===== src/sv/nnsp_pkg.sv =====
// Constants and lookup functions shared by the note name stream parser.
package nnsp_pkg;

    localparam int unsigned MAX_NOTES_DEFAULT = 256;

    localparam int unsigned CHAR_W      = 8;
    localparam int unsigned TRANSPOSE_W = 6;
    localparam int unsigned FREQ_W      = 23;
    localparam int unsigned LED_W       = 5;
    localparam int unsigned MIDI_W      = 8;
    localparam int unsigned INDEX_W     = 8;
    localparam int unsigned PITCH_W     = 26;
    localparam int unsigned S_TDATA_W   = 8;
    localparam int unsigned M_TDATA_W   = 48;

    localparam logic [CHAR_W-1:0] CH_UPPER_A = 8'h41;
    localparam logic [CHAR_W-1:0] CH_UPPER_Z = 8'h5A;
    localparam logic [CHAR_W-1:0] CH_A       = 8'h61;
    localparam logic [CHAR_W-1:0] CH_C       = 8'h63;
    localparam logic [CHAR_W-1:0] CH_G       = 8'h67;
    localparam logic [CHAR_W-1:0] CH_H       = 8'h68;
    localparam logic [CHAR_W-1:0] CH_SHARP   = 8'h23;
    localparam logic [CHAR_W-1:0] CH_COMMA   = 8'h2C;
    localparam logic [CHAR_W-1:0] CH_DOT     = 8'h2E;
    localparam logic [CHAR_W-1:0] CH_ONE     = 8'h31;
    localparam logic [CHAR_W-1:0] CH_SEVEN   = 8'h37;

    localparam logic [2:0]        OCTAVE_RESET = 3'd3;
    localparam logic [FREQ_W-1:0] FREQ_MAX     = 23'h7FFFFF;
    localparam logic [LED_W-1:0]  LED_NONE     = 5'h1F;

    // Semitones above A for letters a..h (h is b)
    function automatic logic [3:0] semis_from_a(input logic [2:0] idx);
        logic [3:0] s;
        case (idx)
            3'd0:    s = 4'd0;
            3'd1:    s = 4'd2;
            3'd2:    s = 4'd3;
            3'd3:    s = 4'd5;
            3'd4:    s = 4'd7;
            3'd5:    s = 4'd8;
            3'd6:    s = 4'd10;
            3'd7:    s = 4'd2;
            default: s = 4'd0;
        endcase
        return s;
    endfunction

    // 440 Hz * 2^(r/12) in Q16
    function automatic logic [PITCH_W-1:0] pitch_q16(input logic [3:0] r);
        logic [PITCH_W-1:0] p;
        case (r)
            4'd0:    p = 26'd28835840;
            4'd1:    p = 26'd30550508;
            4'd2:    p = 26'd32367136;
            4'd3:    p = 26'd34291786;
            4'd4:    p = 26'd36330882;
            4'd5:    p = 26'd38491228;
            4'd6:    p = 26'd40780036;
            4'd7:    p = 26'd43204943;
            4'd8:    p = 26'd45774043;
            4'd9:    p = 26'd48495909;
            4'd10:   p = 26'd51379626;
            4'd11:   p = 26'd54434817;
            default: p = 26'd0;
        endcase
        return p;
    endfunction

    // LED code per class index 1..13; index 0 means none
    function automatic logic [LED_W-1:0] led_of_class(input logic [3:0] idx);
        logic [LED_W-1:0] l;
        case (idx)
            4'd1:    l = 5'd0;
            4'd2:    l = 5'd10;
            4'd3:    l = 5'd1;
            4'd4:    l = 5'd11;
            4'd5:    l = 5'd2;
            4'd6:    l = 5'd3;
            4'd7:    l = 5'd12;
            4'd8:    l = 5'd4;
            4'd9:    l = 5'd13;
            4'd10:   l = 5'd5;
            4'd11:   l = 5'd14;
            4'd12:   l = 5'd6;
            4'd13:   l = 5'd7;
            default: l = LED_NONE;
        endcase
        return l;
    endfunction

endpackage


===== src/sv/note_name_stream_parser_core.sv =====
// Note name stream parser: note text characters in, note and pause records out.
//
// Usage: characters arrive on the s_ channel, one per transfer, with s_tlast on
// the last character of a text. Each note (letter, optional '#', optional octave
// char) or '.' pause yields one record on the m_ channel; m_tuser flags a pause.
// The user must write the transpose register over cfg_valid/cfg_ready/cfg_data
// only while no character is in flight; the block itself does not enforce this.
// cfg_ready is always high. A character is registered in the input register on
// accept and decoded and priced combinationally from it; its record is loaded
// into the output register, which drives m_tvalid, when the character advances.
// Throughput: one character per cycle unless the output stalls, set by the
// single decode-and-price path between the input and output registers.
// Reset (aresetn low, synchronous) empties both registers, returns the octave
// to 3 and the note count and transpose to zero.
// When m_tready is low the finished record holds; characters that give no
// record keep passing, and the input stalls once a record-making character
// waits behind it.
module note_name_stream_parser_core #(
    parameter int unsigned MAX_NOTES = nnsp_pkg::MAX_NOTES_DEFAULT
) (
    input  logic                                aclk,
    input  logic                                aresetn,
    input  logic                                cfg_valid,
    output logic                                cfg_ready,
    input  logic [nnsp_pkg::TRANSPOSE_W-1:0]    cfg_data,
    input  logic                                s_tvalid,
    output logic                                s_tready,
    input  logic [nnsp_pkg::S_TDATA_W-1:0]      s_tdata,   // [7:0] char_code
    input  logic                                s_tlast,   // final_char
    output logic                                m_tvalid,
    input  logic                                m_tready,
    // [7:0] note_index, [30:8] frequency, [35:31] led_code, [43:36] midi_number,
    // [47:44] zero
    output logic [nnsp_pkg::M_TDATA_W-1:0]      m_tdata,
    output logic                                m_tuser    // [0] is_pause
);
    import nnsp_pkg::*;

    localparam int unsigned CNT_W = $clog2(MAX_NOTES);
    localparam logic [CNT_W-1:0] CNT_LAST = CNT_W'(MAX_NOTES - 1);

    typedef enum logic [1:0] {
        PH_IDLE,
        PH_LETTER,
        PH_SHARP,
        PH_AFTER
    } phase_t;

    // Registers
    phase_t                    phase_reg, phase_next;
    logic [3:0]                halftones_reg, halftones_next;
    logic                      c_above_reg, c_above_next;
    logic [2:0]                octave_reg, octave_next;
    logic [CNT_W-1:0]          count_reg, count_next;
    logic [TRANSPOSE_W-1:0]    transpose_reg;
    logic                      in_valid_reg;
    logic [CHAR_W-1:0]         in_char_reg;
    logic                      in_last_reg;
    logic                      out_valid_reg;
    logic [INDEX_W-1:0]        out_index_reg;
    logic                      out_pause_reg;
    logic [FREQ_W-1:0]         out_freq_reg;
    logic [LED_W-1:0]          out_led_reg;
    logic [MIDI_W-1:0]         out_midi_reg;

    // Decode
    logic [CHAR_W-1:0]  ch;
    phase_t             eff_phase;
    logic               comma_eaten;
    logic               in_note;
    logic               sharp_step;
    logic               note_done;
    logic               letter_start;
    logic               pause_emit;
    logic [2:0]         octave_upd;
    logic               tail_emit;
    logic               note_emit;
    logic               any_emit;
    logic               advance;

    // Pricing
    logic [3:0]         em_semis;
    logic               em_c_above;
    logic [2:0]         oct_base;
    logic [6:0]         oct12;
    logic signed [9:0]  u_wide;
    logic [7:0]         u8;
    logic [15:0]        prod;
    logic [4:0]         q;
    logic [7:0]         q12;
    logic [3:0]         r;
    logic [4:0]         n;
    logic [PITCH_W:0]   sum;
    logic [PITCH_W:0]   shifted;
    logic [FREQ_W-1:0]  freq;
    logic [3:0]         led_idx;
    logic [MIDI_W-1:0]  midi;

    always_comb begin
        ch = in_char_reg;
        if (in_char_reg >= CH_UPPER_A && in_char_reg <= CH_UPPER_Z) begin
            ch = in_char_reg + 8'h20;
        end

        eff_phase   = (phase_reg == PH_AFTER) ? PH_IDLE : phase_reg;
        comma_eaten = (phase_reg == PH_AFTER) && (ch == CH_COMMA);
        in_note     = (eff_phase == PH_LETTER) || (eff_phase == PH_SHARP);
        sharp_step  = (eff_phase == PH_LETTER) && (ch == CH_SHARP);
        note_done   = in_note && !sharp_step;
        letter_start = (eff_phase == PH_IDLE) && !comma_eaten && ch >= CH_A && ch <= CH_H;
        pause_emit  = (eff_phase == PH_IDLE) && !comma_eaten && (ch == CH_DOT);

        octave_upd = octave_reg;
        if (note_done && ch >= CH_ONE && ch <= CH_SEVEN) begin
            octave_upd = ch[2:0];
        end

        halftones_next = halftones_reg;
        c_above_next   = c_above_reg;
        phase_next     = eff_phase;
        if (sharp_step) begin
            halftones_next = halftones_reg + 4'd1;
            phase_next     = PH_SHARP;
        end else if (note_done) begin
            phase_next = PH_AFTER;
        end else if (letter_start) begin
            halftones_next = semis_from_a(3'(ch - CH_A));
            c_above_next   = (ch >= CH_C) && (ch <= CH_G);
            phase_next     = PH_LETTER;
        end

        // text ending while a note waits for its octave character
        tail_emit = in_last_reg && !note_done && !pause_emit &&
                    ((phase_next == PH_LETTER) || (phase_next == PH_SHARP));
        note_emit = note_done || tail_emit;
        any_emit  = note_emit || pause_emit;

        count_next  = count_reg;
        octave_next = octave_upd;
        if (any_emit) begin
            count_next = (count_reg == CNT_LAST) ? '0 : count_reg + 1'b1;
        end
        if (in_last_reg) begin
            phase_next  = PH_IDLE;
            octave_next = OCTAVE_RESET;
            count_next  = '0;
        end

        advance  = in_valid_reg && (!any_emit || !out_valid_reg || m_tready);
        s_tready = !in_valid_reg || advance;
    end

    // Frequency, LED and MIDI for the note being emitted
    always_comb begin
        em_semis   = tail_emit ? halftones_next : halftones_reg;
        em_c_above = tail_emit ? c_above_next : c_above_reg;
        oct_base   = octave_upd - {2'b00, em_c_above};
        oct12      = {1'b0, oct_base, 3'b000} + {2'b00, oct_base, 2'b00};
        // u = midi + 51, always 40..198 here
        u_wide = $signed({3'b000, oct12}) + $signed({6'b000000, em_semis}) + 10'sd72
                 + $signed({{(10 - TRANSPOSE_W){transpose_reg[TRANSPOSE_W-1]}},
                            transpose_reg});
        u8   = u_wide[7:0];
        midi = MIDI_W'(u_wide - 10'sd51);
        // u / 12 by reciprocal, exact over 0..255
        prod = {8'h00, u8} * 16'd171;
        q    = prod[15:11];
        q12  = {q, 3'b000} + {1'b0, q, 2'b00};
        r    = 4'(u8 - q12);
        n    = 5'd18 - q;
        sum  = {1'b0, pitch_q16(r)} + ((PITCH_W+1)'(1) << (n - 5'd1));
        shifted = sum >> n;
        freq = (|shifted[PITCH_W:FREQ_W]) ? FREQ_MAX : shifted[FREQ_W-1:0];
        led_idx = (r >= 4'd3) ? (r - 4'd2) : (r + 4'd10);
    end

    always_ff @(posedge aclk) begin
        if (!aresetn) begin
            phase_reg     <= PH_IDLE;
            halftones_reg <= '0;
            c_above_reg   <= 1'b0;
            octave_reg    <= OCTAVE_RESET;
            count_reg     <= '0;
            transpose_reg <= '0;
            in_valid_reg  <= 1'b0;
            out_valid_reg <= 1'b0;
        end else begin
            if (cfg_valid) begin
                transpose_reg <= cfg_data;
            end
            if (s_tready) begin
                in_valid_reg <= s_tvalid;
            end
            if (advance) begin
                phase_reg     <= phase_next;
                halftones_reg <= halftones_next;
                c_above_reg   <= c_above_next;
                octave_reg    <= octave_next;
                count_reg     <= count_next;
            end
            if (advance && any_emit) begin
                out_valid_reg <= 1'b1;
            end else if (m_tready) begin
                out_valid_reg <= 1'b0;
            end
        end
        if (s_tready && s_tvalid) begin
            in_char_reg <= s_tdata[CHAR_W-1:0];
            in_last_reg <= s_tlast;
        end
        if (advance && any_emit) begin
            out_index_reg <= INDEX_W'(count_reg);
            out_pause_reg <= pause_emit;
            if (pause_emit) begin
                out_freq_reg <= '0;
                out_led_reg  <= LED_NONE;
                out_midi_reg <= '0;
            end else begin
                out_freq_reg <= freq;
                out_led_reg  <= led_of_class(led_idx);
                out_midi_reg <= midi;
            end
        end
    end

    assign cfg_ready = 1'b1;
    assign m_tvalid  = out_valid_reg;
    assign m_tuser   = out_pause_reg;
    assign m_tdata   = {4'b0000, out_midi_reg, out_led_reg, out_freq_reg, out_index_reg};

endmodule

===== config.mk =====
export PLATFORM = sky130hd
export DESIGN_NAME = note_name_stream_parser_core
export DESIGN_NICKNAME = d
export VERILOG_FILES = /design/src/sv/nnsp_pkg.sv /design/src/sv/note_name_stream_parser_core.sv
export SDC_FILE = /design/constraint.sdc
export NUM_CORES = 1
export LEC_CHECK = 0
export BUFFER_PORTS_ARGS = -buffer_cell sky130_fd_sc_hd__buf_2
export CAP_MARGIN = 20
export CORE_MARGIN = 4
export CORE_UTILIZATION = 34
export DETAILED_ROUTE_END_ITERATION = 8
export RECOVER_POWER = 100
export SLEW_MARGIN = 20
export SYNTH_ARGS = -nofsm -noshare
export SYNTH_HDL_FRONTEND = slang
export SYNTH_SLANG_ARGS = --single-unit
export TNS_END_PERCENT = 100

===== constraint.sdc =====
create_clock -name aclk -period 15.84 [get_ports aclk]
set_input_delay 2.376 -clock aclk [delete_from_list [all_inputs] [get_ports aclk]]
set_output_delay 2.376 -clock aclk [all_outputs]
set_load 0.005 [all_outputs]

==> summary.log, run 1 <==
INFO  timing         hold_slack=0.456ns
INFO  placed_design  dpl.hpwl=20.1mm
INFO  timing         final_min_period_over_clock_period=94.7%
INFO  clock_tree     path_clk_slew=0.07ns
INFO  clock_tree     cts_num_sinks=80
INFO  placed_design  dpl.cell_count=1,529
INFO  grt            antenna_violations_before_repair=0
INFO  floorplan      die_width=175um
INFO  floorplan      floorplan.core_area=27,200um2
INFO  cells_and_area finish.cell_count_without_fillers=1,549
INFO  flow_run       maxCapViolCount=0
INFO  setup_path     critical_path.max_stage_delay=0.56ns
INFO  drt            vias=8,492
INFO  setup_path     critical_path.slowest_cell=sky130_fd_sc_hd__fa_1
INFO  logic_synthesis sequential_share_of_the_synthesized_area=22.6%
INFO  logic_synthesis synth-warning-count=0
INFO  clock_tree     worstSkewPairLatency=0.34ns
INFO  cells_and_area final_net_count=1,327
INFO  cells_and_area largest_register_ff_count=23
INFO  logic_synthesis ys_seq_elements=80
INFO  timing         final_hold_viol_count=0
INFO  setup_path     worst_ep_arrival_time=15.06ns
INFO  grt            groute.usage.overall=16.5%
INFO  setup_path     critPathLaunch=in_char_reg[1]
INFO  grt            grt_overflow=0
INFO  logic_synthesis synth_flop_type=sky130_fd_sc_hd__edfxtp_1
INFO  timing         maxSlewViolCount=0
INFO  clock_tree     cts_htree_levels=3
INFO  placed_design  placement.io_buffers=66
INFO  worst_hold_path class_of_the_tightest_hold_or_removal_check=reg2reg
INFO  drt            antenna_left=0
INFO  logic_synthesis synth.cell_area=9470um2
INFO  logic_synthesis edff_count_synth=54
INFO  clock_tree     cts.hold.buffers_added=0
INFO  timing         final-setup-viol-count=0
INFO  clock_tree     maximum_buffer_depth_of_the_clock_tree=2
INFO  status         outcome=finished clean
INFO  worst_hold_path hp-start=octave_reg[1]
INFO  clock_tree     cts_inserted_buffers=9
INFO  setup_path     start_kind=flip-flop
INFO  logic_synthesis most_common_cell_in_the_netlist=sky130_fd_sc_hd__ha_1
INFO  setup_path     worstSetupPathType=reg2reg
INFO  placed_design  place.gp.congestion=0.962
INFO  grt            first_global_vias=8,073
INFO  floorplan      initial_core_util=34.8%
INFO  timing         timing.clock.skew=0.0131ns
INFO  cells_and_area areaGrowthSynthToFinish=11.4%
INFO  cells_and_area post-route-cell-area=10,500um2
INFO  floorplan      num_rows=60
INFO  timing         maxSlewHeadroom=33.0%
INFO  drt            drc_violations_left=0
INFO  setup_path     endpoint_kind=flip-flop
INFO  cells_and_area antennaDiodeCount=0
INFO  logic_synthesis synthDominantAreaCellType=sky130_fd_sc_hd__edfxtp_1
INFO  timing         timing_worst_slew_pin_value=1.01ns
INFO  floorplan      ios=72
INFO  drt            count_of_tritonroute_iterations_in_the_first_routing_pass=5
INFO  drt            vias_per_cell=5.48
INFO  setup_path     r2r-start=in_char_reg[1]
INFO  setup_path     timing.critical_path.fanout_max=9
INFO  logic_synthesis postSynthAreaPerCell=8.41um2
INFO  logic_synthesis synth_top_cell_area_share=17.1%
INFO  timing         period_needed=15.00ns
INFO  clock_tree     cts_tree=built
INFO  cells_and_area drive_gt1_share=10.9%
INFO  drt            wirelength=25.6mm
INFO  placed_design  placed_area=10,200um2
INFO  timing         setup-tns-final=0ns
INFO  logic_synthesis postSynthCellCount=1,126
INFO  grt            grt_start_max_net_pins=39
INFO  logic_synthesis synth_top_cells_by_area=sky130_fd_sc_hd__edfxtp_1, sky130_fd_sc_hd__ha_1, sky130_fd_sc_hd__dfxtp_1
INFO  clock_tree     ctsRootBufferMaster=sky130_fd_sc_hd__clkbuf_16
INFO  drt            wire_per_inst=16.5um
INFO  grt            grt_pass1_wl=42.4mm
INFO  logic_synthesis ys_top_cells_by_count=sky130_fd_sc_hd__ha_1, sky130_fd_sc_hd__nor2_1, sky130_fd_sc_hd__nand2_1
INFO  timing         max_freq=0.0667GHz
INFO  drt            detail_route.iter0.violations=780
INFO  floorplan      die_h=175um
INFO  setup_path     required=15.90ns
INFO  logic_synthesis asyncSetResetFlopFracSynth=0%
INFO  logic_synthesis yosys.cell_types.count=81
INFO  floorplan      floorplan.die_area=30,600um2
## final timing paths
| check | slack (ns) | cells past startpoint | to |
|---|---|---|---|
| hold reg to reg | 0.46 | 2 | octave_reg[1] |
| setup / recovery | 0.84 | 56 | out_freq_reg[1] |
| setup reg to reg | 0.84 | 56 | out_freq_reg[1] |
| hold / removal | 0.46 | 2 | octave_reg[1] |
## per-layer routing
metal  wire length [um]  GRT usage (%)  vias to the layer above
li1                   -              -                     4181
met1              12200           23.6                     4040
met2              11700           26.8                      242
met3               1210           1.58                       29
met4                424           4.26                        0
met5                  0              0                        -
## layout make-up
class,instances,area (um2)
Fill cell,2833,16600
Multi-Input combinational cell,924,6960
Sequential cell,80,2140
Tap cell,372,465
Timing Repair Buffer,84,424
Inverter,73,278
Clock buffer,12,258
Clock inverter,4,23.8
## through the flow
step | utilization (%) | setup slack (ns)
finish | 38.8 | 0.845
global route | 38.8 | -0.0970
CTS | 38.5 | 0.507
detailed placement | 37.4 | 0.631
global placement | 37.4 | 0.849
floorplan | - | 1.77
## layout by cell type (no fill, tap or decap), types with 5 or more instances in the layout
master                      count
sky130_fd_sc_hd__ha_1         117
sky130_fd_sc_hd__inv_1         72
sky130_fd_sc_hd__mux4_2         6
sky130_fd_sc_hd__o21a_1        12
sky130_fd_sc_hd__nor3_1        26
sky130_fd_sc_hd__buf_4         17
sky130_fd_sc_hd__conb_1         5
sky130_fd_sc_hd__nand2b_1      12
sky130_fd_sc_hd__a22oi_1        7
sky130_fd_sc_hd__nor2_1       104
sky130_fd_sc_hd__or3_1          8
sky130_fd_sc_hd__fa_1          18
sky130_fd_sc_hd__clkbuf_1      33
sky130_fd_sc_hd__o211ai_1      19
sky130_fd_sc_hd__o21ai_0       68
sky130_fd_sc_hd__clkbuf_16     10
sky130_fd_sc_hd__mux2i_1       42
sky130_fd_sc_hd__and2_1        36
sky130_fd_sc_hd__dfxtp_1       26
sky130_fd_sc_hd__nand3_1       22
sky130_fd_sc_hd__mux2_2        10
sky130_fd_sc_hd__or2_2          6
sky130_fd_sc_hd__o21bai_1       6
sky130_fd_sc_hd__nand2_1      100
sky130_fd_sc_hd__o22ai_1        6
sky130_fd_sc_hd__xnor2_1       32
sky130_fd_sc_hd__nor2b_1        8
sky130_fd_sc_hd__and3_1        12
sky130_fd_sc_hd__xor2_1        17
sky130_fd_sc_hd__buf_2         36
sky130_fd_sc_hd__a311oi_1       5
sky130_fd_sc_hd__a21oi_1       70
sky130_fd_sc_hd__a211oi_1      13
sky130_fd_sc_hd__edfxtp_1      54
sky130_fd_sc_hd__a21o_1        17
sky130_fd_sc_hd__nand4_1        5
sky130_fd_sc_hd__a31oi_1       18
sky130_fd_sc_hd__o31ai_1       10
## logic make-up (layout without fill, tap and decap cells)
| kind of cell | Yosys count | in the layout | share of synthesized area (%) |
|---|---|---|---|
| buffers and inverters | 125 | 173 | 5.26 |
| AOI/OAI and AO/OA | 315 | 315 | 22.8 |
| and+or+nand+nor | 359 | 359 | 17.9 |
| adders and majority gates | 135 | 135 | 19.3 |
| xor gates and xnor gates | 52 | 52 | 5.01 |
| muxes | 58 | 58 | 7.06 |
| other | 2 | 5 | 0.0793 |
| DFF | 80 | 80 | 22.6 |
## repair_timing
item	in CTS	in global routing
gates resized for setup	0	22
endpoints found under the setup margin	0	23
setup buffers	0	4
## worst max-delay path, delay by kind of cell (launching register included)
family          cells  cell delay [ns]
buf+inv             8             0.84
xor+xnor            4             0.84
fa+ha+maj          13             4.79
compound gates     17             4.12
mux                 4             1.12
flops               1             0.53
simple gates       10             2.45
Power of run 1 is left out: the tool's default activity adds up to more than one toggle a clock period on the data nets, which glitch-free logic cannot reach.
==> run 2, diff against run 1 <==
PLACE_DENSITY = 0.52   (was unset)
==> run 2 against run 1 <==
Against the previous run: design area down 0.62%; worst setup slack better by 0.13 ns; clock skew about the same; the run now ends with max-capacitance violations, max-slew violations left; die area unchanged; sequential cell count unchanged; global-route usage down 0.078 points; core utilization down 0.24 points; sequential share of layout area up 0.13 points; hold slack worse by 0.00085 ns; final cell count down 0.32%; routed wire length up 0.32%; non-clock buffer count down 5.
==> summary.log, run 2 (synthesis gave the netlist of run 1 again) <==
INFO  clock_tree     worstSkewPairLatency=0.34ns
INFO  clock_tree     maximum_buffer_depth_of_the_clock_tree=2
INFO  grt            grt_overflow=0
INFO  flow_run       maxCapViolCount=2
INFO  timing         max_freq=0.0673GHz
INFO  clock_tree     cts_htree_levels=3
INFO  cells_and_area layout.cells.most_common_list=sky130_fd_sc_hd__ha_1, sky130_fd_sc_hd__nor2_1, sky130_fd_sc_hd__nand2_1, sky130_fd_sc_hd__inv_1, sky130_fd_sc_hd__a21oi_1
INFO  timing         final-setup-viol-count=0
INFO  timing         maxSlewHeadroom=-64.5%
INFO  drt            antenna_left=0
INFO  timing         timing_worst_slew_pin_value=2.47ns
INFO  drt            detail_route.iter0.violations=658
INFO  timing         final_min_period_over_clock_period=93.9%
INFO  placed_design  dpl.hpwl=20.5mm
INFO  clock_tree     cts_tree=built
INFO  clock_tree     path_clk_slew=0.07ns
INFO  timing         timing.clock.skew=0.0133ns
INFO  drt            count_of_tritonroute_iterations_in_the_first_routing_pass=5
INFO  clock_tree     cts_num_sinks=80
INFO  timing         setup-tns-final=0ns
INFO  setup_path     worst_ep_arrival_time=14.96ns
INFO  setup_path     endpoint_kind=flip-flop
INFO  timing         final_hold_viol_count=0
INFO  cells_and_area multiInputGateArea=6930um2
INFO  clock_tree     cts_post_setup_buffers_inserted=0
INFO  drt            highest_layer=met4
INFO  timing         period_needed=14.87ns
INFO  cells_and_area drive_gt1_share=10.3%
INFO  floorplan      die_width=175um
INFO  setup_path     critical_path.max_stage_delay=0.57ns
INFO  drt            met2RoutedLength=11.6mm
INFO  drt            wirelength=25.6mm
INFO  drt            dr_wl_met3=1.14mm
INFO  cells_and_area areaGrowthSynthToFinish=10.7%
INFO  setup_path     start_kind=flip-flop
INFO  drt            drc_violations_left=0
INFO  cells_and_area final_net_count=1,322
INFO  drt            vias=8,349
INFO  grt            groute.usage.overall=16.4%
INFO  timing         maxSlewViolCount=74
INFO  grt            antenna_violations_before_repair=0
INFO  clock_tree     ctsRootBufferMaster=sky130_fd_sc_hd__clkbuf_16
INFO  floorplan      num_rows=60
INFO  setup_path     timing.critical_path.fanout_max=12
INFO  grt            first_global_vias=7,889
INFO  drt            route.layer.met1.wl=12.7mm
INFO  cells_and_area largest_register_ff_count=23
INFO  setup_path     critical_path.slowest_cell=sky130_fd_sc_hd__fa_1
INFO  setup_path     worstSetupPathType=reg2reg
INFO  placed_design  place.gp.congestion=0.968
INFO  status         outcome=finished with violations
INFO  cells_and_area sequential_cell_area=2140um2
INFO  floorplan      initial_core_util=34.8%
INFO  floorplan      floorplan.core_area=27,200um2
INFO  worst_hold_path class_of_the_tightest_hold_or_removal_check=reg2reg
INFO  grt            grt_pass1_wl=41.6mm
INFO  cells_and_area final.fill_count=2,843
INFO  drt            wire_per_inst=16.6um
INFO  floorplan      ios=72
INFO  status         violations=max-capacitance violations, max-slew violations
INFO  clock_tree     cts_inserted_buffers=9
INFO  setup_path     required=15.93ns
INFO  placed_design  placement.io_buffers=66
INFO  cells_and_area layout_commonest_cell=sky130_fd_sc_hd__ha_1
INFO  floorplan      die_h=175um
INFO  floorplan      floorplan.die_area=30,600um2
INFO  grt            grt_start_max_net_pins=47
INFO  drt            vias_per_cell=5.41
INFO  cells_and_area antennaDiodeCount=0
run 2: final timing paths:
check	start	endpoint	slack, ns	cells after the start
max reg2reg	in_char_reg[1]	out_freq_reg[14]	0.97	56
min reg2reg	octave_reg[0]	octave_reg[0]	0.46	2
min	octave_reg[0]	octave_reg[0]	0.46	2
max	in_char_reg[1]	out_freq_reg[14]	0.97	56
run 2: layout make-up:
type / instances / area share (%)
clock inverters: 7 / 0.537
flip-flops and latches: 80 / 20.4
well taps: 372 / 4.44
repair buffers: 79 / 3.69
inverters: 73 / 2.61
multi-input cells: 924 / 66.1
clock buffers: 9 / 2.15
run 2: what timing repair did:
| item | CTS | global route |
|---|---|---|
| hold buffers | 0 | 0 |
| endpoints found under the setup margin | 0 | 23 |
| gates resized for setup | 0 | 19 |
run 2: layer usage:
metal	vias up	global-route usage (%)
li1	4182	-
met5	-	0
met4	0	3.50
met3	21	1.88
met2	218	26.5
met1	3928	23.8
run 2: stage by stage:
stage | setup WS [ns] | instance area (um2) | std cells | utilization, % | hold WS [ns]
after global placement | 0.504 | 10200 | 1528 | 37.4 | 0.449
after floorplan | 1.77 | 9480 | 1129 | - | 0.433
after detailed placement | 0.510 | 10200 | 1528 | 37.4 | 0.448
after CTS | 0.454 | 10400 | 1544 | 38.4 | 0.461
after global routing | -0.000197 | 10500 | 1544 | 38.6 | 0.493
final | 0.973 | 10500 | 1544 | 38.6 | 0.455
run 2: critical path, delay by kind of cell, from the launching register on:
kind	cells	cell delay, ns
AOI/OAI and AO/OA	18	4.71
xor gates and xnor gates	3	0.61
adders and majority gates	13	4.92
buffers and inverters	9	1.03
DFF	1	0.51
muxes	1	0.29
and+or+nand+nor	12	2.57
Power of run 2 is left out for the same reason.
==> run 3, diff against run 2 <==
BUFFER_PORTS_ARGS = -buffer_cell sky130_fd_sc_hd__buf_4   (was -buffer_cell sky130_fd_sc_hd__buf_2)
CAP_MARGIN = 40   (was 20)
CTS_BUF_LIST = sky130_fd_sc_hd__clkbuf_2 sky130_fd_sc_hd__clkbuf_4 sky130_fd_sc_hd__clkbuf_8   (was unset)
==> run 3 against run 2 <==
Against the previous run: die area unchanged; worst setup slack worse by 0.027 ns; the flow now finishes without violations; hold slack better by 0.011 ns; clock skew up 0.00094 ns; sequential cell count unchanged; clock-buffer cell count unchanged; routed wire length up 2.0%; design area up 1.4%; critical endpoint is now out_freq_reg[7]; fmax down 0.18%; final cell count up 0.26%.
==> summary.log, run 3 (synthesis gave the netlist of run 1 again) <==
INFO  cells_and_area drive_gt1_share=12.7%
INFO  setup_path     required=15.91ns
INFO  drt            detail_route.iter0.violations=711
INFO  timing         maxSlewHeadroom=29.0%
INFO  floorplan      initial_core_util=34.8%
INFO  floorplan      ios=72
INFO  clock_tree     cts_inserted_buffers=9
INFO  cells_and_area post-route-cell-area=10,600um2
INFO  placed_design  dpl.hpwl=20.8mm
INFO  cells_and_area largest_register_ff_count=23
INFO  setup_path     critPathTopFamily=adder cells
INFO  grt            grt_overflow=0
INFO  grt            first_global_vias=7,963
INFO  clock_tree     cts_post_setup_buffers_inserted=0
INFO  placed_design  placed_area=10,400um2
INFO  setup_path     critical_path.max_stage_delay=0.57ns
INFO  grt            grt.met2_usage=26.4%
INFO  timing         final_hold_viol_count=0
INFO  drt            wirelength=26.1mm
INFO  setup_path     endpoint_kind=flip-flop
INFO  floorplan      die_h=175um
INFO  setup_path     worstSetupPathType=reg2reg
INFO  grt            grt-busiest-layer=met2
INFO  placed_design  placement.io_buffers=66
INFO  grt            groute.usage.overall=16.8%
INFO  worst_hold_path class_of_the_tightest_hold_or_removal_check=reg2reg
INFO  floorplan      die_width=175um
INFO  grt            antenna_violations_before_repair=0
INFO  timing         timing_worst_slew_pin_value=1.07ns
INFO  clock_tree     cts_htree_levels=3
INFO  timing         maxSlewViolCount=0
INFO  clock_tree     cts_num_sinks=80
INFO  clock_tree     ctsRootBufferMaster=sky130_fd_sc_hd__clkbuf_8
INFO  clock_tree     cts_tree=built
INFO  grt            grt_util_met3=1.88%
INFO  grt            grt_start_max_net_pins=38
INFO  setup_path     critical_path.slowest_cell=sky130_fd_sc_hd__fa_1
INFO  timing         timing.clock.skew=0.0142ns
INFO  drt            count_of_tritonroute_iterations_in_the_first_routing_pass=5
INFO  placed_design  place.gp.congestion=0.912
INFO  drt            drc_violations_left=0
INFO  drt            wire_per_inst=16.9um
INFO  cells_and_area antennaDiodeCount=0
INFO  timing         final_min_period_over_clock_period=94.0%
INFO  floorplan      floorplan.core_area=27,200um2
INFO  cells_and_area layout_commonest_cell=sky130_fd_sc_hd__ha_1
INFO  cells_and_area areaGrowthSynthToFinish=12.3%
INFO  drt            vias=8,463
INFO  grt            grt_pass1_wl=42.4mm
INFO  cells_and_area layout.cells.most_common_list=sky130_fd_sc_hd__ha_1, sky130_fd_sc_hd__nor2_1, sky130_fd_sc_hd__nand2_1, sky130_fd_sc_hd__inv_1, sky130_fd_sc_hd__a21oi_1
INFO  drt            antenna_left=0
INFO  timing         final-setup-viol-count=0
INFO  floorplan      floorplan.die_area=30,600um2
INFO  timing         period_needed=14.89ns
INFO  clock_tree     worstSkewPairLatency=0.37ns
INFO  setup_path     cp_num_buf_inv=8
INFO  setup_path     worst_ep_arrival_time=14.96ns
INFO  setup_path     timing.critical_path.fanout_max=9
INFO  clock_tree     path_clk_slew=0.10ns
INFO  cells_and_area final_net_count=1,326
INFO  drt            vias_per_cell=5.47
INFO  status         outcome=finished clean
INFO  flow_run       maxCapViolCount=0
INFO  floorplan      num_rows=60
INFO  timing         max_freq=0.0671GHz
INFO  grt            grtUsageMet1=24.6%
INFO  setup_path     start_kind=flip-flop
INFO  clock_tree     maximum_buffer_depth_of_the_clock_tree=2
run 3: changes by cell type in the layout (fill, tap and decap cells not counted), sizes merged:
cell / delta
bufinv: +1
clkbuf: +27
inv: +4
clkinv: -5
buf: -23
run 3: cell type report:
| cell class | count | area (um2) |
|---|---|---|
| Fill cell | 2796 | 16500 |
| Timing Repair Buffer | 83 | 583 |
| Tap cell | 372 | 465 |
| Inverter | 73 | 274 |
| Multi-Input combinational cell | 924 | 6960 |
| Clock inverter | 7 | 82.6 |
| Clock buffer | 9 | 124 |
| Sequential cell | 80 | 2140 |
run 3: stage by stage:
stage	setup TNS, ns	hold slack [ns]	instances	util (%)	setup WS, ns
after detailed placement	0	0.452	1531	38.1	0.620
final	0	0.466	1548	39.1	0.947
after CTS	0	0.468	1547	38.9	0.578
after floorplan	0	0.433	1129	-	1.77
after global routing	-0.101	0.509	1548	39.1	-0.0326
after global placement	0	0.450	1528	38.0	0.783
run 3: metal layers:
metal | up-vias | wire length (um)
met5 | - | 0
met4 | 0 | 384
met3 | 36 | 1570
met2 | 280 | 11600
met1 | 3960 | 12600
li1 | 4187 | -
run 3: tightest hold or removal path: cells and delay by family (launching register included):
| kind | cells | cell delay (ns) |
|---|---|---|
| buffers and inverters | 1 | 0.05 |
| AOI/OAI and AO/OA | 1 | 0.06 |
| DFF | 1 | 0.32 |
run 3: worst paths after layout:
kind / startpoint / end / slack, ns / cells past startpoint
worst max-delay path: in_char_reg[1] / out_freq_reg[7] / 0.95 / 56
worst min-delay path: octave_reg[1] / octave_reg[1] / 0.47 / 2
worst max register to register: in_char_reg[1] / out_freq_reg[7] / 0.95 / 56
worst min register to register: octave_reg[1] / octave_reg[1] / 0.47 / 2
run 3: repair_timing:
action,4_1_cts,5_1_grt
gates resized for setup,0,21
endpoints found under the setup margin,0,23
hold buffers,0,0
Power of run 3 is left out for the same reason.
